--- src/uesd_pkg.sv ---
// ---------------------------------------------------------------------------
// uesd_pkg: shared types and constants for the edge sort/dedup unit
// Edge storage format, channel field widths, sort key helper, FSM states.
// ---------------------------------------------------------------------------
package uesd_pkg;

   // Store geometry and vertex width inside the store
   localparam int MAX_EDGES   = 64;
   localparam int VERTEX_BITS = 16;
   // Width of vertex fields on the channels
   localparam int FIELD_BITS  = 16;

   localparam int IDX_BITS = (MAX_EDGES > 1) ? $clog2(MAX_EDGES) : 1;
   localparam int CNT_BITS = $clog2(MAX_EDGES + 1);

   // Request commands
   localparam logic CMD_LOAD = 1'b0;
   localparam logic CMD_RUN  = 1'b1;

   typedef logic [VERTEX_BITS-1:0]   vertex_type;
   typedef logic [2*VERTEX_BITS-1:0] key_type;

   typedef struct packed {
      vertex_type a;
      vertex_type b;
   } edge_type;

   typedef enum logic [1:0] {
      ST_IDLE,
      ST_READ,
      ST_COMPARE,
      ST_EMIT
   } state_type;

   // Orientation-free sort key: smaller endpoint, then larger endpoint
   function automatic key_type edge_key(input edge_type e);
      key_type k;
      if (e.a < e.b) begin
         k = {e.a, e.b};
      end else begin
         k = {e.b, e.a};
      end
      return k;
   endfunction

endpackage

--- src/uesd_if.sv ---
// ---------------------------------------------------------------------------
// uesd_if: request and response channels of the edge sort/dedup unit
// Valid/ready channels; a transfer happens when valid and ready are high.
// ---------------------------------------------------------------------------
interface uesd_req_if import uesd_pkg::*; ();
   logic                  valid;
   logic                  ready;
   logic                  cmd;
   logic [FIELD_BITS-1:0] first_vertex;
   logic [FIELD_BITS-1:0] second_vertex;

   modport source (output valid, output cmd, output first_vertex,
                   output second_vertex, input ready);
   modport sink   (input valid, input cmd, input first_vertex,
                   input second_vertex, output ready);
endinterface

interface uesd_rsp_if import uesd_pkg::*; ();
   logic                  valid;
   logic                  ready;
   logic [FIELD_BITS-1:0] edge_first;
   logic [FIELD_BITS-1:0] edge_second;
   logic                  is_last;
   logic                  is_empty;
   logic                  overflowed;

   modport source (output valid, output edge_first, output edge_second,
                   output is_last, output is_empty, output overflowed,
                   input ready);
   modport sink   (input valid, input edge_first, input edge_second,
                   input is_last, input is_empty, input overflowed,
                   output ready);
endinterface

--- src/undirected_edge_sort_dedup_unit.sv ---
// ---------------------------------------------------------------------------
// undirected_edge_sort_dedup_unit: sorts stored undirected edges, drops dups
//
// Requests arrive on req_ch. A load request (cmd 0) writes one edge into the
// 64-entry edge store; loads past capacity are dropped and
// set the overflow flag. A run request (cmd 1) emits on rsp_ch every unique
// edge, ascending by smaller then larger endpoint, the earliest-loaded copy
// of each duplicate group in its stored orientation; the last one carries
// is_last. An empty store gives one result with is_empty and is_last set.
// The run ends by clearing the store and the overflow flag.
// A run is a selection sort on one shared compare unit: each result costs a
// full pass over the N stored edges (memory read, then compare, per edge).
// req_ch.ready stays low from a run request until the run ends; the last
// result shows in the cycle ready returns. Results sit in an output
// register; when the receiver stalls the next result waits in the
// sequencer and the scan pauses. Synchronous reset empties the store and
// clears the state, the overflow flag and the output valid flag.
// ---------------------------------------------------------------------------
module undirected_edge_sort_dedup_unit import uesd_pkg::*; (
   input  logic          clock,
   input  logic          reset,
   uesd_req_if.sink      req_ch,
   uesd_rsp_if.source    rsp_ch
);

   state_type state_ff, state_in;

   logic [CNT_BITS-1:0] cnt_ff;
   logic                ovf_ff;
   edge_type            mem [MAX_EDGES];
   edge_type            rd_data_ff;

   logic [IDX_BITS-1:0] idx_ff;
   edge_type            best_ff;
   key_type             best_key_ff;
   logic                found_ff;
   key_type             last_key_ff;
   logic                have_last_ff;
   edge_type            pend_ff;
   logic                pend_valid_ff;
   logic                last_flag_ff;
   logic                empty_ff;

   logic                out_valid_ff;
   edge_type            out_edge_ff;
   logic                out_last_ff;
   logic                out_empty_ff;
   logic                out_ovf_ff;

   logic    req_accept, load_go, run_go, out_free, pass_end;
   logic    rd_en, take, found_next;
   key_type rd_key;
   edge_type best_next;
   key_type  best_key_next;
   edge_type load_edge;

   assign req_accept = req_ch.valid && req_ch.ready;
   assign load_go    = req_accept && (req_ch.cmd == CMD_LOAD);
   assign run_go     = req_accept && (req_ch.cmd == CMD_RUN);
   assign out_free   = !out_valid_ff || rsp_ch.ready;
   assign pass_end   = (CNT_BITS'(idx_ff) + CNT_BITS'(1)) == cnt_ff;

   assign load_edge.a = vertex_type'(req_ch.first_vertex);
   assign load_edge.b = vertex_type'(req_ch.second_vertex);

   // Shared compare unit: above last selected key and below current best
   always_comb begin
      rd_key        = edge_key(rd_data_ff);
      take          = (!have_last_ff || (rd_key > last_key_ff)) &&
                      (!found_ff || (rd_key < best_key_ff));
      found_next    = found_ff || take;
      best_next     = take ? rd_data_ff : best_ff;
      best_key_next = take ? rd_key : best_key_ff;
   end

   // Next state
   always_comb begin
      state_in = state_ff;
      case (state_ff)
         ST_IDLE: begin
            if (run_go) begin
               state_in = (cnt_ff == '0) ? ST_EMIT : ST_READ;
            end
         end
         ST_READ: begin
            state_in = ST_COMPARE;
         end
         ST_COMPARE: begin
            if (pass_end && pend_valid_ff) begin
               state_in = ST_EMIT;
            end else begin
               state_in = ST_READ;
            end
         end
         ST_EMIT: begin
            if (out_free) begin
               state_in = last_flag_ff ? ST_IDLE : ST_READ;
            end
         end
         default: state_in = ST_IDLE;
      endcase
   end

   // Outputs of the sequencer
   always_comb begin
      req_ch.ready = 1'b0;
      rd_en        = 1'b0;
      case (state_ff)
         ST_IDLE:    req_ch.ready = 1'b1;
         ST_READ:    rd_en = 1'b1;
         ST_COMPARE: rd_en = 1'b0;
         ST_EMIT:    rd_en = 1'b0;
         default:    req_ch.ready = 1'b0;
      endcase
   end

   // Control registers
   always_ff @(posedge clock) begin
      if (reset) begin
         state_ff     <= ST_IDLE;
         cnt_ff       <= '0;
         ovf_ff       <= 1'b0;
         out_valid_ff <= 1'b0;
      end else begin
         state_ff <= state_in;
         if (load_go) begin
            if (cnt_ff < CNT_BITS'(MAX_EDGES)) begin
               cnt_ff <= cnt_ff + CNT_BITS'(1);
            end else begin
               ovf_ff <= 1'b1;
            end
         end
         if (state_ff == ST_EMIT && out_free) begin
            out_valid_ff <= 1'b1;
            if (last_flag_ff) begin
               cnt_ff <= '0;
               ovf_ff <= 1'b0;
            end
         end else if (rsp_ch.ready) begin
            out_valid_ff <= 1'b0;
         end
      end
   end

   // Edge store: one write port, one registered read port
   always_ff @(posedge clock) begin
      if (load_go && (cnt_ff < CNT_BITS'(MAX_EDGES))) begin
         mem[cnt_ff[IDX_BITS-1:0]] <= load_edge;
      end
      if (rd_en) begin
         rd_data_ff <= mem[idx_ff];
      end
   end

   // Scan and result datapath
   always_ff @(posedge clock) begin
      if (state_ff == ST_IDLE && run_go) begin
         idx_ff        <= '0;
         found_ff      <= 1'b0;
         have_last_ff  <= 1'b0;
         pend_valid_ff <= 1'b0;
         pend_ff       <= '0;
         empty_ff      <= (cnt_ff == '0);
         last_flag_ff  <= (cnt_ff == '0);
      end
      if (state_ff == ST_COMPARE) begin
         best_ff     <= best_next;
         best_key_ff <= best_key_next;
         if (pass_end) begin
            idx_ff <= '0;
            if (pend_valid_ff) begin
               found_ff     <= found_next;
               last_flag_ff <= !found_next;
            end else begin
               // first pass: the smallest edge becomes the pending result
               pend_ff       <= best_next;
               pend_valid_ff <= 1'b1;
               last_key_ff   <= best_key_next;
               have_last_ff  <= 1'b1;
               found_ff      <= 1'b0;
            end
         end else begin
            found_ff <= found_next;
            idx_ff   <= idx_ff + IDX_BITS'(1);
         end
      end
      if (state_ff == ST_EMIT && out_free) begin
         out_edge_ff  <= pend_ff;
         out_last_ff  <= last_flag_ff;
         out_empty_ff <= empty_ff;
         out_ovf_ff   <= ovf_ff;
         // next pending result is the best of the pass just ended
         pend_ff      <= best_ff;
         last_key_ff  <= best_key_ff;
         found_ff     <= 1'b0;
      end
   end

   assign rsp_ch.valid       = out_valid_ff;
   assign rsp_ch.edge_first  = FIELD_BITS'(out_edge_ff.a);
   assign rsp_ch.edge_second = FIELD_BITS'(out_edge_ff.b);
   assign rsp_ch.is_last     = out_last_ff;
   assign rsp_ch.is_empty    = out_empty_ff;
   assign rsp_ch.overflowed  = out_ovf_ff;

   // Checks
   a_cnt_range: assert property (@(posedge clock) disable iff (reset)
      cnt_ff <= CNT_BITS'(MAX_EDGES))
      else $error("edge count above capacity");

   a_scan_in_range: assert property (@(posedge clock) disable iff (reset)
      (state_ff == ST_READ) |-> (CNT_BITS'(idx_ff) < cnt_ff))
      else $error("scan index beyond stored edges");

   a_ascending: assert property (@(posedge clock) disable iff (reset)
      (state_ff == ST_EMIT && out_free && !last_flag_ff) |->
         (have_last_ff && found_ff && (best_key_ff > last_key_ff)))
      else $error("next result does not ascend");

   a_empty_last: assert property (@(posedge clock) disable iff (reset)
      (out_valid_ff && out_empty_ff) |->
         (out_last_ff && out_edge_ff == '0))
      else $error("empty result malformed");

   a_run_blocks: assert property (@(posedge clock) disable iff (reset)
      (state_ff != ST_IDLE) |-> (!req_ch.ready && $stable(cnt_ff)))
      else $error("request taken during run");

endmodule
--- src/flat_wrapper.sv ---
// flat-port wrapper written by rule: the top's interface ports become plain ports
module undirected_edge_sort_dedup_unit_flat import uesd_pkg::*;
  (clock, reset, req_ch_valid, req_ch_cmd, req_ch_first_vertex, req_ch_second_vertex, req_ch_ready, rsp_ch_valid, rsp_ch_edge_first, rsp_ch_edge_second, rsp_ch_is_last, rsp_ch_is_empty, rsp_ch_overflowed, rsp_ch_ready);
  uesd_req_if req_ch_i ();
  uesd_rsp_if rsp_ch_i ();
  input  logic clock;
  input  logic reset;
  input wire logic [$bits(req_ch_i.valid)-1:0] req_ch_valid;
  input wire logic [$bits(req_ch_i.cmd)-1:0] req_ch_cmd;
  input wire logic [$bits(req_ch_i.first_vertex)-1:0] req_ch_first_vertex;
  input wire logic [$bits(req_ch_i.second_vertex)-1:0] req_ch_second_vertex;
  output wire logic [$bits(req_ch_i.ready)-1:0] req_ch_ready;
  output wire logic [$bits(rsp_ch_i.valid)-1:0] rsp_ch_valid;
  output wire logic [$bits(rsp_ch_i.edge_first)-1:0] rsp_ch_edge_first;
  output wire logic [$bits(rsp_ch_i.edge_second)-1:0] rsp_ch_edge_second;
  output wire logic [$bits(rsp_ch_i.is_last)-1:0] rsp_ch_is_last;
  output wire logic [$bits(rsp_ch_i.is_empty)-1:0] rsp_ch_is_empty;
  output wire logic [$bits(rsp_ch_i.overflowed)-1:0] rsp_ch_overflowed;
  input wire logic [$bits(rsp_ch_i.ready)-1:0] rsp_ch_ready;
  assign req_ch_i.valid = req_ch_valid;
  assign req_ch_i.cmd = req_ch_cmd;
  assign req_ch_i.first_vertex = req_ch_first_vertex;
  assign req_ch_i.second_vertex = req_ch_second_vertex;
  assign req_ch_ready = req_ch_i.ready;
  assign rsp_ch_valid = rsp_ch_i.valid;
  assign rsp_ch_edge_first = rsp_ch_i.edge_first;
  assign rsp_ch_edge_second = rsp_ch_i.edge_second;
  assign rsp_ch_is_last = rsp_ch_i.is_last;
  assign rsp_ch_is_empty = rsp_ch_i.is_empty;
  assign rsp_ch_overflowed = rsp_ch_i.overflowed;
  assign rsp_ch_i.ready = rsp_ch_ready;
  undirected_edge_sort_dedup_unit u_core (.clock(clock), .reset(reset), .req_ch(req_ch_i), .rsp_ch(rsp_ch_i));
endmodule
--- config.mk ---
export PLATFORM = sky130hd
export DESIGN_NAME = undirected_edge_sort_dedup_unit_flat
export DESIGN_NICKNAME = d
export VERILOG_FILES = /design/src/uesd_pkg.sv /design/src/uesd_if.sv /design/src/undirected_edge_sort_dedup_unit.sv /design/src/flat_wrapper.sv
export SDC_FILE = /design/constraint.sdc
export NUM_CORES = 2
export LEC_CHECK = 0
export ABC_AREA = 1
export BUFFER_PORTS_ARGS = -buffer_cell sky130_fd_sc_hd__buf_2
export CORE_ASPECT_RATIO = 1.25
export CORE_MARGIN = 3
export CORE_UTILIZATION = 48
export CTS_CLUSTER_DIAMETER = 150
export DETAILED_ROUTE_END_ITERATION = 7
export PLACE_DENSITY = 0.67
export REMOVE_ABC_BUFFERS = 1
export SLEW_MARGIN = 15
export SYNTH_ARGS = -nofsm -noshare
export SYNTH_HDL_FRONTEND = slang
export SYNTH_SLANG_ARGS = --single-unit
--- constraint.sdc ---
create_clock -name clock -period 11.26 [get_ports clock]
set_input_delay 0 -clock clock [delete_from_list [all_inputs] [get_ports clock]]
set_output_delay 0 -clock clock [all_outputs]
set_load 0.02 [all_outputs]
* Word level (Yosys, flattened, before mapping)
Memory sizes are Yosys's and may differ from the RTL's. A register that Yosys moved wholly into a read port is not among the register bits.
Index checks and enable logic that the tools add are counted.
W data, S select, Z words.
** Word-level totals
- Output and inout port bits :: 37
- Word-level logic and storage cells :: 112
- Register bits :: 185
- Bits of input ports :: 37
- Memory bits (writable) :: 2048
- ROM bits :: 0
- Memories kept :: 1
- Latch bits :: 0
** Cells by class
- Multiply operators :: 0
- Mux-type cells :: 51
- Add/subtract/negate cells :: 3
- Magnitude comparators :: 4
- Reduce and logical (&&, ||, !) cells :: 24
- Equality and inequality tests :: 7
- Div/mod/pow operators :: 0
- Shifts and indexed selects :: 0
- Bitwise logic cells :: 1
** Memory list
- u_core.mem :: words 64, width 32, read ports 1, clocked after Yosys merged registers in 1, write ports 1, line undirected_edge_sort_dedup_unit.sv:30 : edge_type mem [MAX_EDGES];
** Operators with widths (number)
- $mux W32 :: 12
- $gt A32 B32 Y1 :: 1
- $lt A32 B32 Y1 :: 1
- $mux W7 :: 4
- $mux W1 :: 27
- $mux W6 :: 3
- $lt A16 B16 Y1 :: 1
- $logic_and A1 B1 Y1 :: 8
- $mux W2 :: 4
- $pmux W2 S4 :: 1
- $reduce_bool A2 Y1 :: 4
- $add A6 B1 Y7 const B :: 1
- $add A7 B1 Y7 const B :: 1
- $eq A7 B7 Y1 :: 1
- $logic_not A7 Y1 :: 1
- $lt A7 B7 Y1 const B :: 1
- $add A6 B1 Y6 const B :: 1
- $eq A2 B2 Y1 const B :: 2
- $logic_not A1 Y1 :: 4
- $logic_or A1 B1 Y1 :: 4
- $ne A2 B1 Y1 const B :: 2
- $reduce_and A3 Y1 :: 1
- $eq A2 B1 Y1 const B :: 1
- $logic_not A2 Y1 :: 1
- other kinds (3) :: 3

* Depth between registers and ports, before layout
- Word-level depth :: 10
- Mapped depth :: 32
- Mapped depth without buffers :: 29

* Worst setup path before layout
OpenSTA, ideal clock, no wires.
- Kind :: reg2reg
- From :: register u_core.state_ff[1]
- To :: register u_core.pend_ff[0] (netlist name)
- Data required time :: 11.133 ns
- Buffers on the path :: 1
- Slack :: 6.528 ns
- Arrival :: 4.604 ns
- Period minus slack after synthesis :: 4.732 ns
- Cell stages (with the launch flop) :: 8
- Library setup time :: 0.127 ns
- Cell sequence :: dfxtp_1 inv_1 nor2_1 nand2_1 nand2_1 buf_2 o22ai_1 o21bai_1
** Between the ends
- Longest elaborated chain between the ends :: 10
- Elaborated cells between the ends (all ways) :: 13
- Those cells by class :: eq/ne (2); mux (6); reduce/logical (5)
** Ends and longest elaborated chain
- start: declaration :: line undirected_edge_sort_dedup_unit.sv:26 : state_type state_ff, state_in;
- start signal: assignment :: line undirected_edge_sort_dedup_unit.sv:125 : state_ff <= state_in;
- $logic_not A2 Y1 :: line undirected_edge_sort_dedup_unit.sv:108, undirected_edge_sort_dedup_unit.sv:157
- $mux W1 :: line undirected_edge_sort_dedup_unit.sv:108 : case (state_ff)
- $logic_and A1 B1 Y1 :: line undirected_edge_sort_dedup_unit.sv:57 : assign req_accept = req_ch.valid && req_ch.ready;
- $logic_and A1 B1 Y1 :: line undirected_edge_sort_dedup_unit.sv:59 : assign run_go = req_accept && (req_ch.cmd == CMD_RUN);
- $logic_and A1 B1 Y1 :: line undirected_edge_sort_dedup_unit.sv:157 : if (state_ff == ST_IDLE && run_go) begin
- $mux W32 :: line undirected_edge_sort_dedup_unit.sv:157
- $mux W32 :: line undirected_edge_sort_dedup_unit.sv:171 : if (pend_valid_ff) begin
- $mux W32 :: line undirected_edge_sort_dedup_unit.sv:169 : if (pass_end) begin
- $mux W32 :: line undirected_edge_sort_dedup_unit.sv:166 : if (state_ff == ST_COMPARE) begin
- $mux W32 (*) :: line undirected_edge_sort_dedup_unit.sv:187 : if (state_ff == ST_EMIT && out_free) begin
- end signal: assignment :: line undirected_edge_sort_dedup_unit.sv:176 : pend_ff <= best_next;
- end signal: assignment :: line undirected_edge_sort_dedup_unit.sv:193 : pend_ff <= best_ff;
- end: declaration :: line undirected_edge_sort_dedup_unit.sv:39 : edge_type pend_ff;
Every way passes the cells marked *; elsewhere a longest branch is shown, timed or not.
A chain may end at the register's enable or synchronous reset.

* Worst setup path after layout
- From :: register, netlist name u_core.rd_data_ff[5]
- To :: register u_core.last_key_ff[21] (data pin)
** Between the ends
- Longest elaborated chain between the ends :: 10
- Elaborated cells between the ends (all ways) :: 12
- Those cells by class :: order compare (3); mux (6); reduce/logical (3)
** Ends and longest elaborated chain
- $lt A16 B16 Y1 :: line uesd_pkg.sv:38 : if (e.a < e.b) begin
- $mux W32 (*) :: line uesd_pkg.sv:38
- $gt A32 B32 Y1 / $lt A32 B32 Y1 (equally long branches) :: line undirected_edge_sort_dedup_unit.sv:69, undirected_edge_sort_dedup_unit.sv:70
- $logic_or A1 B1 Y1 (on tied branches) :: line undirected_edge_sort_dedup_unit.sv:69, undirected_edge_sort_dedup_unit.sv:70
- $logic_and A1 B1 Y1 :: line undirected_edge_sort_dedup_unit.sv:69 : take = (!have_last_ff || (rd_key > last_key_ff)) &&
- $mux W32 (*) :: line undirected_edge_sort_dedup_unit.sv:73 : best_key_next = take ? rd_key : best_key_ff;
- $mux W32 (*) :: line undirected_edge_sort_dedup_unit.sv:171
- $mux W32 (*) :: line undirected_edge_sort_dedup_unit.sv:169
- $mux W32 (*) :: line undirected_edge_sort_dedup_unit.sv:166
- $mux W32 (*) :: line undirected_edge_sort_dedup_unit.sv:187
- end signal: assignment :: line undirected_edge_sort_dedup_unit.sv:178 : last_key_ff <= best_key_next;
- end signal: assignment :: line undirected_edge_sort_dedup_unit.sv:194 : last_key_ff <= best_key_ff;
- end: declaration :: line undirected_edge_sort_dedup_unit.sv:37 : key_type last_key_ff;
Every way passes the cells marked *; elsewhere a longest branch is shown, timed or not. The select of a mux whose other input is x is not followed.

==> flow_metrics.py <==
metrics = {
    "outcome": {
        "outcome": "finished, violations left",
        "violations": "design-rule violations",
    },
    "pwr": {
        "power.density_mw_per_mm2": 218,
        "irDropWorstVdd_v": 0.000176,
        "power.leakage_nw": 32.7,
    },
    "timing": {
        "rsz0062_at_grt": "false",
        "tightest_slew_ns": 1.18,
        "fin_crit_ns": 6.08,
        "min_period_over_period_pct": 54.0,
        "fin_worst_skew_ns": 0.0304,
        "setup-violations-final": 0,
        "max_freq_mhz": 165,
        "layout_setup_ws_ns": 5.18,
        "hold_viol_final": 0,
        "timing.hold.ws_ns": 0.0685,
        "max_slew_margin_pct": 21.1,
        "drv_slew": 0,
    },
    "route": {
        "drtPass1Iterations": 8,
        "drt-vias-per-instance": 6.11,
        "met1_length_mm": 95.6,
        "vias": 59800,
        "drt-total-wl_mm": 255,
        "wl_per_cell_um": 26.1,
        "wl_met2_mm": 122,
        "ant_nets": 0,
        "dr_wl_met3_mm": 23.6,
        "drc": 2,
        "drt-initial-drc-count": 7901,
        "dr.max_layer_used": "met5",
    },
    "synth": {
        "ys_warn_count": 0,
        "synth_seq_area_share_pct": 74.6,
        "netlist_instances": 7117,
        "yosysUniqueCellTypes": 37,
        "syn_avg_cell_area_um2": 12.7,
        "yosys_register_bits": 2265,
        "synth.cell_area_mm2": 0.0906,
    },
    "worst_setup_path": {
        "setup.worst_path.start_class": "register",
        "cp.arrival_ns": 6.62,
        "ff2ff_path_depth": 22,
        "endpoint_kind": "register",
        "worstPathRequired_ns": 11.80,
        "r2r_start": "u_core.rd_data_ff[5]$_DFFE_PP_",
        "worst-r2r-setup-slack_ns": 5.18,
        "crit_fanout": 106,
        "worstReg2RegEnd": "u_core.last_key_ff[21]$_DFFE_PP_",
        "crit_type": "reg -> reg",
    },
    "cts": {
        "htreeDepth": 4,
        "clk_latency_ns": 0.85,
        "clock-sinks": 2265,
        "numCtsBuffers": 203,
        "ctsRootBufferMaster": "clkbuf_16",
        "clkSlewWorstSetupHoldPaths_ns": 0.07,
        "tritoncts": "built",
        "clockBufferDepth": 3,
    },
    "hold_path": {
        "holdCritPathClass": "in -> reg",
        "min_delay_worst_endpoint": "u_core.rsp_ch.valid$_SDFFE_PP0P_",
        "holdPathStages": 5,
        "hold_start": "rsp_ch_ready",
    },
    "global_routing": {
        "grt_usage_pct": 25.6,
        "grt_pass1_wl_mm": 373,
        "antenna_found_initial": 9,
        "grt_max_degree": 170,
        "grt_overflow": 0,
        "grt_pass1_vias": 57300,
    },
    "layout": {
        "post-route-util_pct": 54.0,
        "nNetsFinal": 7228,
        "most-common-layout-cells": "2,218 x edfxtp_1, 1,445 x nor2_1, 1,407 x o21ai_0",
        "layout_commonest_cell": "edfxtp_1",
        "drive_above_1_share_pct": 8.31,
        "area_growth_pct": 11.5,
    },
    "floorplan": {
        "core_area_mm2": 0.187,
        "start_util_pct": 48.5,
        "rows": 177,
        "ioPinCount": 74,
        "dieArea_mm2": 0.194,
        "fp.dieH_um": 492,
        "die_width_um": 395,
    },
    "placement": {
        "post-place-ws_ns": 5.29,
        "port_buffers": 73,
        "detailed_place_hpwl_mm": 132,
        "gp_congestion": 0.931,
    },
    "run": {
        "maxCapViolations": 0,
    },
}
## timing repair
item                                    CTS  global route
buffers inserted                          0             0
endpoints found under the hold margin  2002             0
hold buffers                             39             0
gates resized for setup                   0             0
setup endpoints to repair                 0             0
## cells in the mapped netlist, drive strengths merged
master / count / share of area (%)
a211oi: 6 / 0.050
nor3: 9 / 0.050
xnor2: 1 / 0.0097
a31oi: 24 / 0.17
dfxtp: 47 / 1.0
nor2: 1512 / 6.3
nand4: 12 / 0.083
o221a: 2 / 0.025
xor2: 6 / 0.058
o211ai: 3 / 0.025
clkbuf: 465 / 1.9
a21oi: 64 / 0.35
edfxtp: 2218 / 74
nand2: 230 / 0.98
and2: 21 / 0.15
o2111ai: 1 / 0.0097
nand3: 59 / 0.33
o21ai: 1421 / 7.9
o32ai: 37 / 0.36
o31ai: 1 / 0.0083
o22ai: 645 / 4.5
o21bai: 13 / 0.11
ha: 81 / 1.1
clkinv: 2 / 0.0083
nor4: 3 / 0.021
o21a: 2 / 0.017
o221ai: 1 / 0.0097
buf: 25 / 0.16
a2111oi: 1 / 0.0097
inv: 205 / 0.85
## flip-flops by register name, summed over array words and instances (netlist names), 2 cells and up
name                       count
u_core.idx_ff                  6
u_core.best_ff                32
u_core.mem                  2048
u_core.rd_data_ff             32
u_core.last_key_ff            32
u_core.best_key_ff            32
u_core.cnt_ff                  7
u_core.state_ff                2
u_core.rsp_ch.edge_first      16
u_core.pend_ff                32
u_core.rsp_ch.edge_second     16
## through the flow
step	area [um^2]	cells	total power, W	TNS [ns]
6_report	101000	9787	0.0220	0
5_1_grt	101000	9785	0.0229	0
4_1_cts	101000	9784	0.0220	0
3_5_place_dp	94100	9372	0.0153	0
3_3_place_gp	94100	9372	0.0152	0
2_1_floorplan	88700	6627	0.0134	-3948.33
## power by group
group | internal, W | switching [W]
registers | 0.00960 | 0.000103
logic | 0.00148 | 0.00403
clock network | 0.00382 | 0.00301
total | 0.0149 | 0.00715
## worst max-delay path by stage
| stage | startpoint | endpoint | slack, ns |
|---|---|---|---|
| finish | u_core.rd_data_ff[5]$_DFFE_PP_ | u_core.last_key_ff[21]$_DFFE_PP_ | 5.18 |
| global route | u_core.rd_data_ff[5]$_DFFE_PP_ | u_core.last_key_ff[17]$_DFFE_PP_ | 4.67 |
| CTS | u_core.rd_data_ff[5]$_DFFE_PP_ | u_core.last_key_ff[25]$_DFFE_PP_ | 5.24 |
| detailed placement | u_core.rd_data_ff[5]$_DFFE_PP_ | u_core.last_key_ff[13]$_DFFE_PP_ | 5.29 |
| global placement | u_core.rd_data_ff[5]$_DFFE_PP_ | u_core.last_key_ff[27]$_DFFE_PP_ | 5.31 |
| floorplan | u_core.idx_ff[0]$_SDFFCE_PP0P_ | u_core.pend_ff[15]$_DFF_P_ | -37.62 |
## cell families (layout without fill, tap and decap cells)
| kind of cell | count (synthesis) | after routing | share of synthesized area [%] |
|---|---|---|---|
| flip-flops | 2265 | 2265 | 74.6 |
| AO/OA/AOI/OAI | 2221 | 2221 | 13.4 |
| AND/OR/NAND/NOR | 1846 | 1846 | 7.86 |
| buffers and inverters | 697 | 858 | 2.95 |
| adder cells (fa/ha/maj) | 81 | 81 | 1.12 |
| XOR/XNOR | 7 | 7 | 0.0677 |
| other | 0 | 3 | 0 |
## worst max-delay path, stage by stage (launching register included)
cell and delay [ns]:
edfxtp_1 0.39, inv_1 0.07, ha_1 0.31, a21oi_1 0.16, nor2_1 0.06, nor3_1 0.16, nand2_1 0.19, nand2_2 0.14
nand2_4 0.32, o21ai_0 0.52, ha_1 0.21, nand2_1 0.09, o21a_1 0.20, o221ai_1 0.33, nand2_1 0.10, o211ai_1 0.10
o21ai_0 0.10, o211ai_1 0.12, nand2_1 0.08, nand2_1 0.65, nand2_4 0.77, o21ai_0 0.49, o21ai_0 0.14
## final cells by class
type,instances,area [um^2]
Antenna cell,3,7.51
Clock buffer,251,5430
Clock inverter,122,1060
Fill cell,15200,85900
Inverter,207,802
Multi-Input combinational cell,4155,20900
Sequential cell,2265,67500
Tap cell,2506,3140
Timing Repair Buffer,278,2130
## per-layer routing
layer | vias up | track usage (%)
met5 | - | 0
met4 | 4 | 12.8
met3 | 563 | 4.19
met2 | 3072 | 42.0
met1 | 29800 | 33.3
li1 | 26300 | -
(Power assumes the default switching activity.)
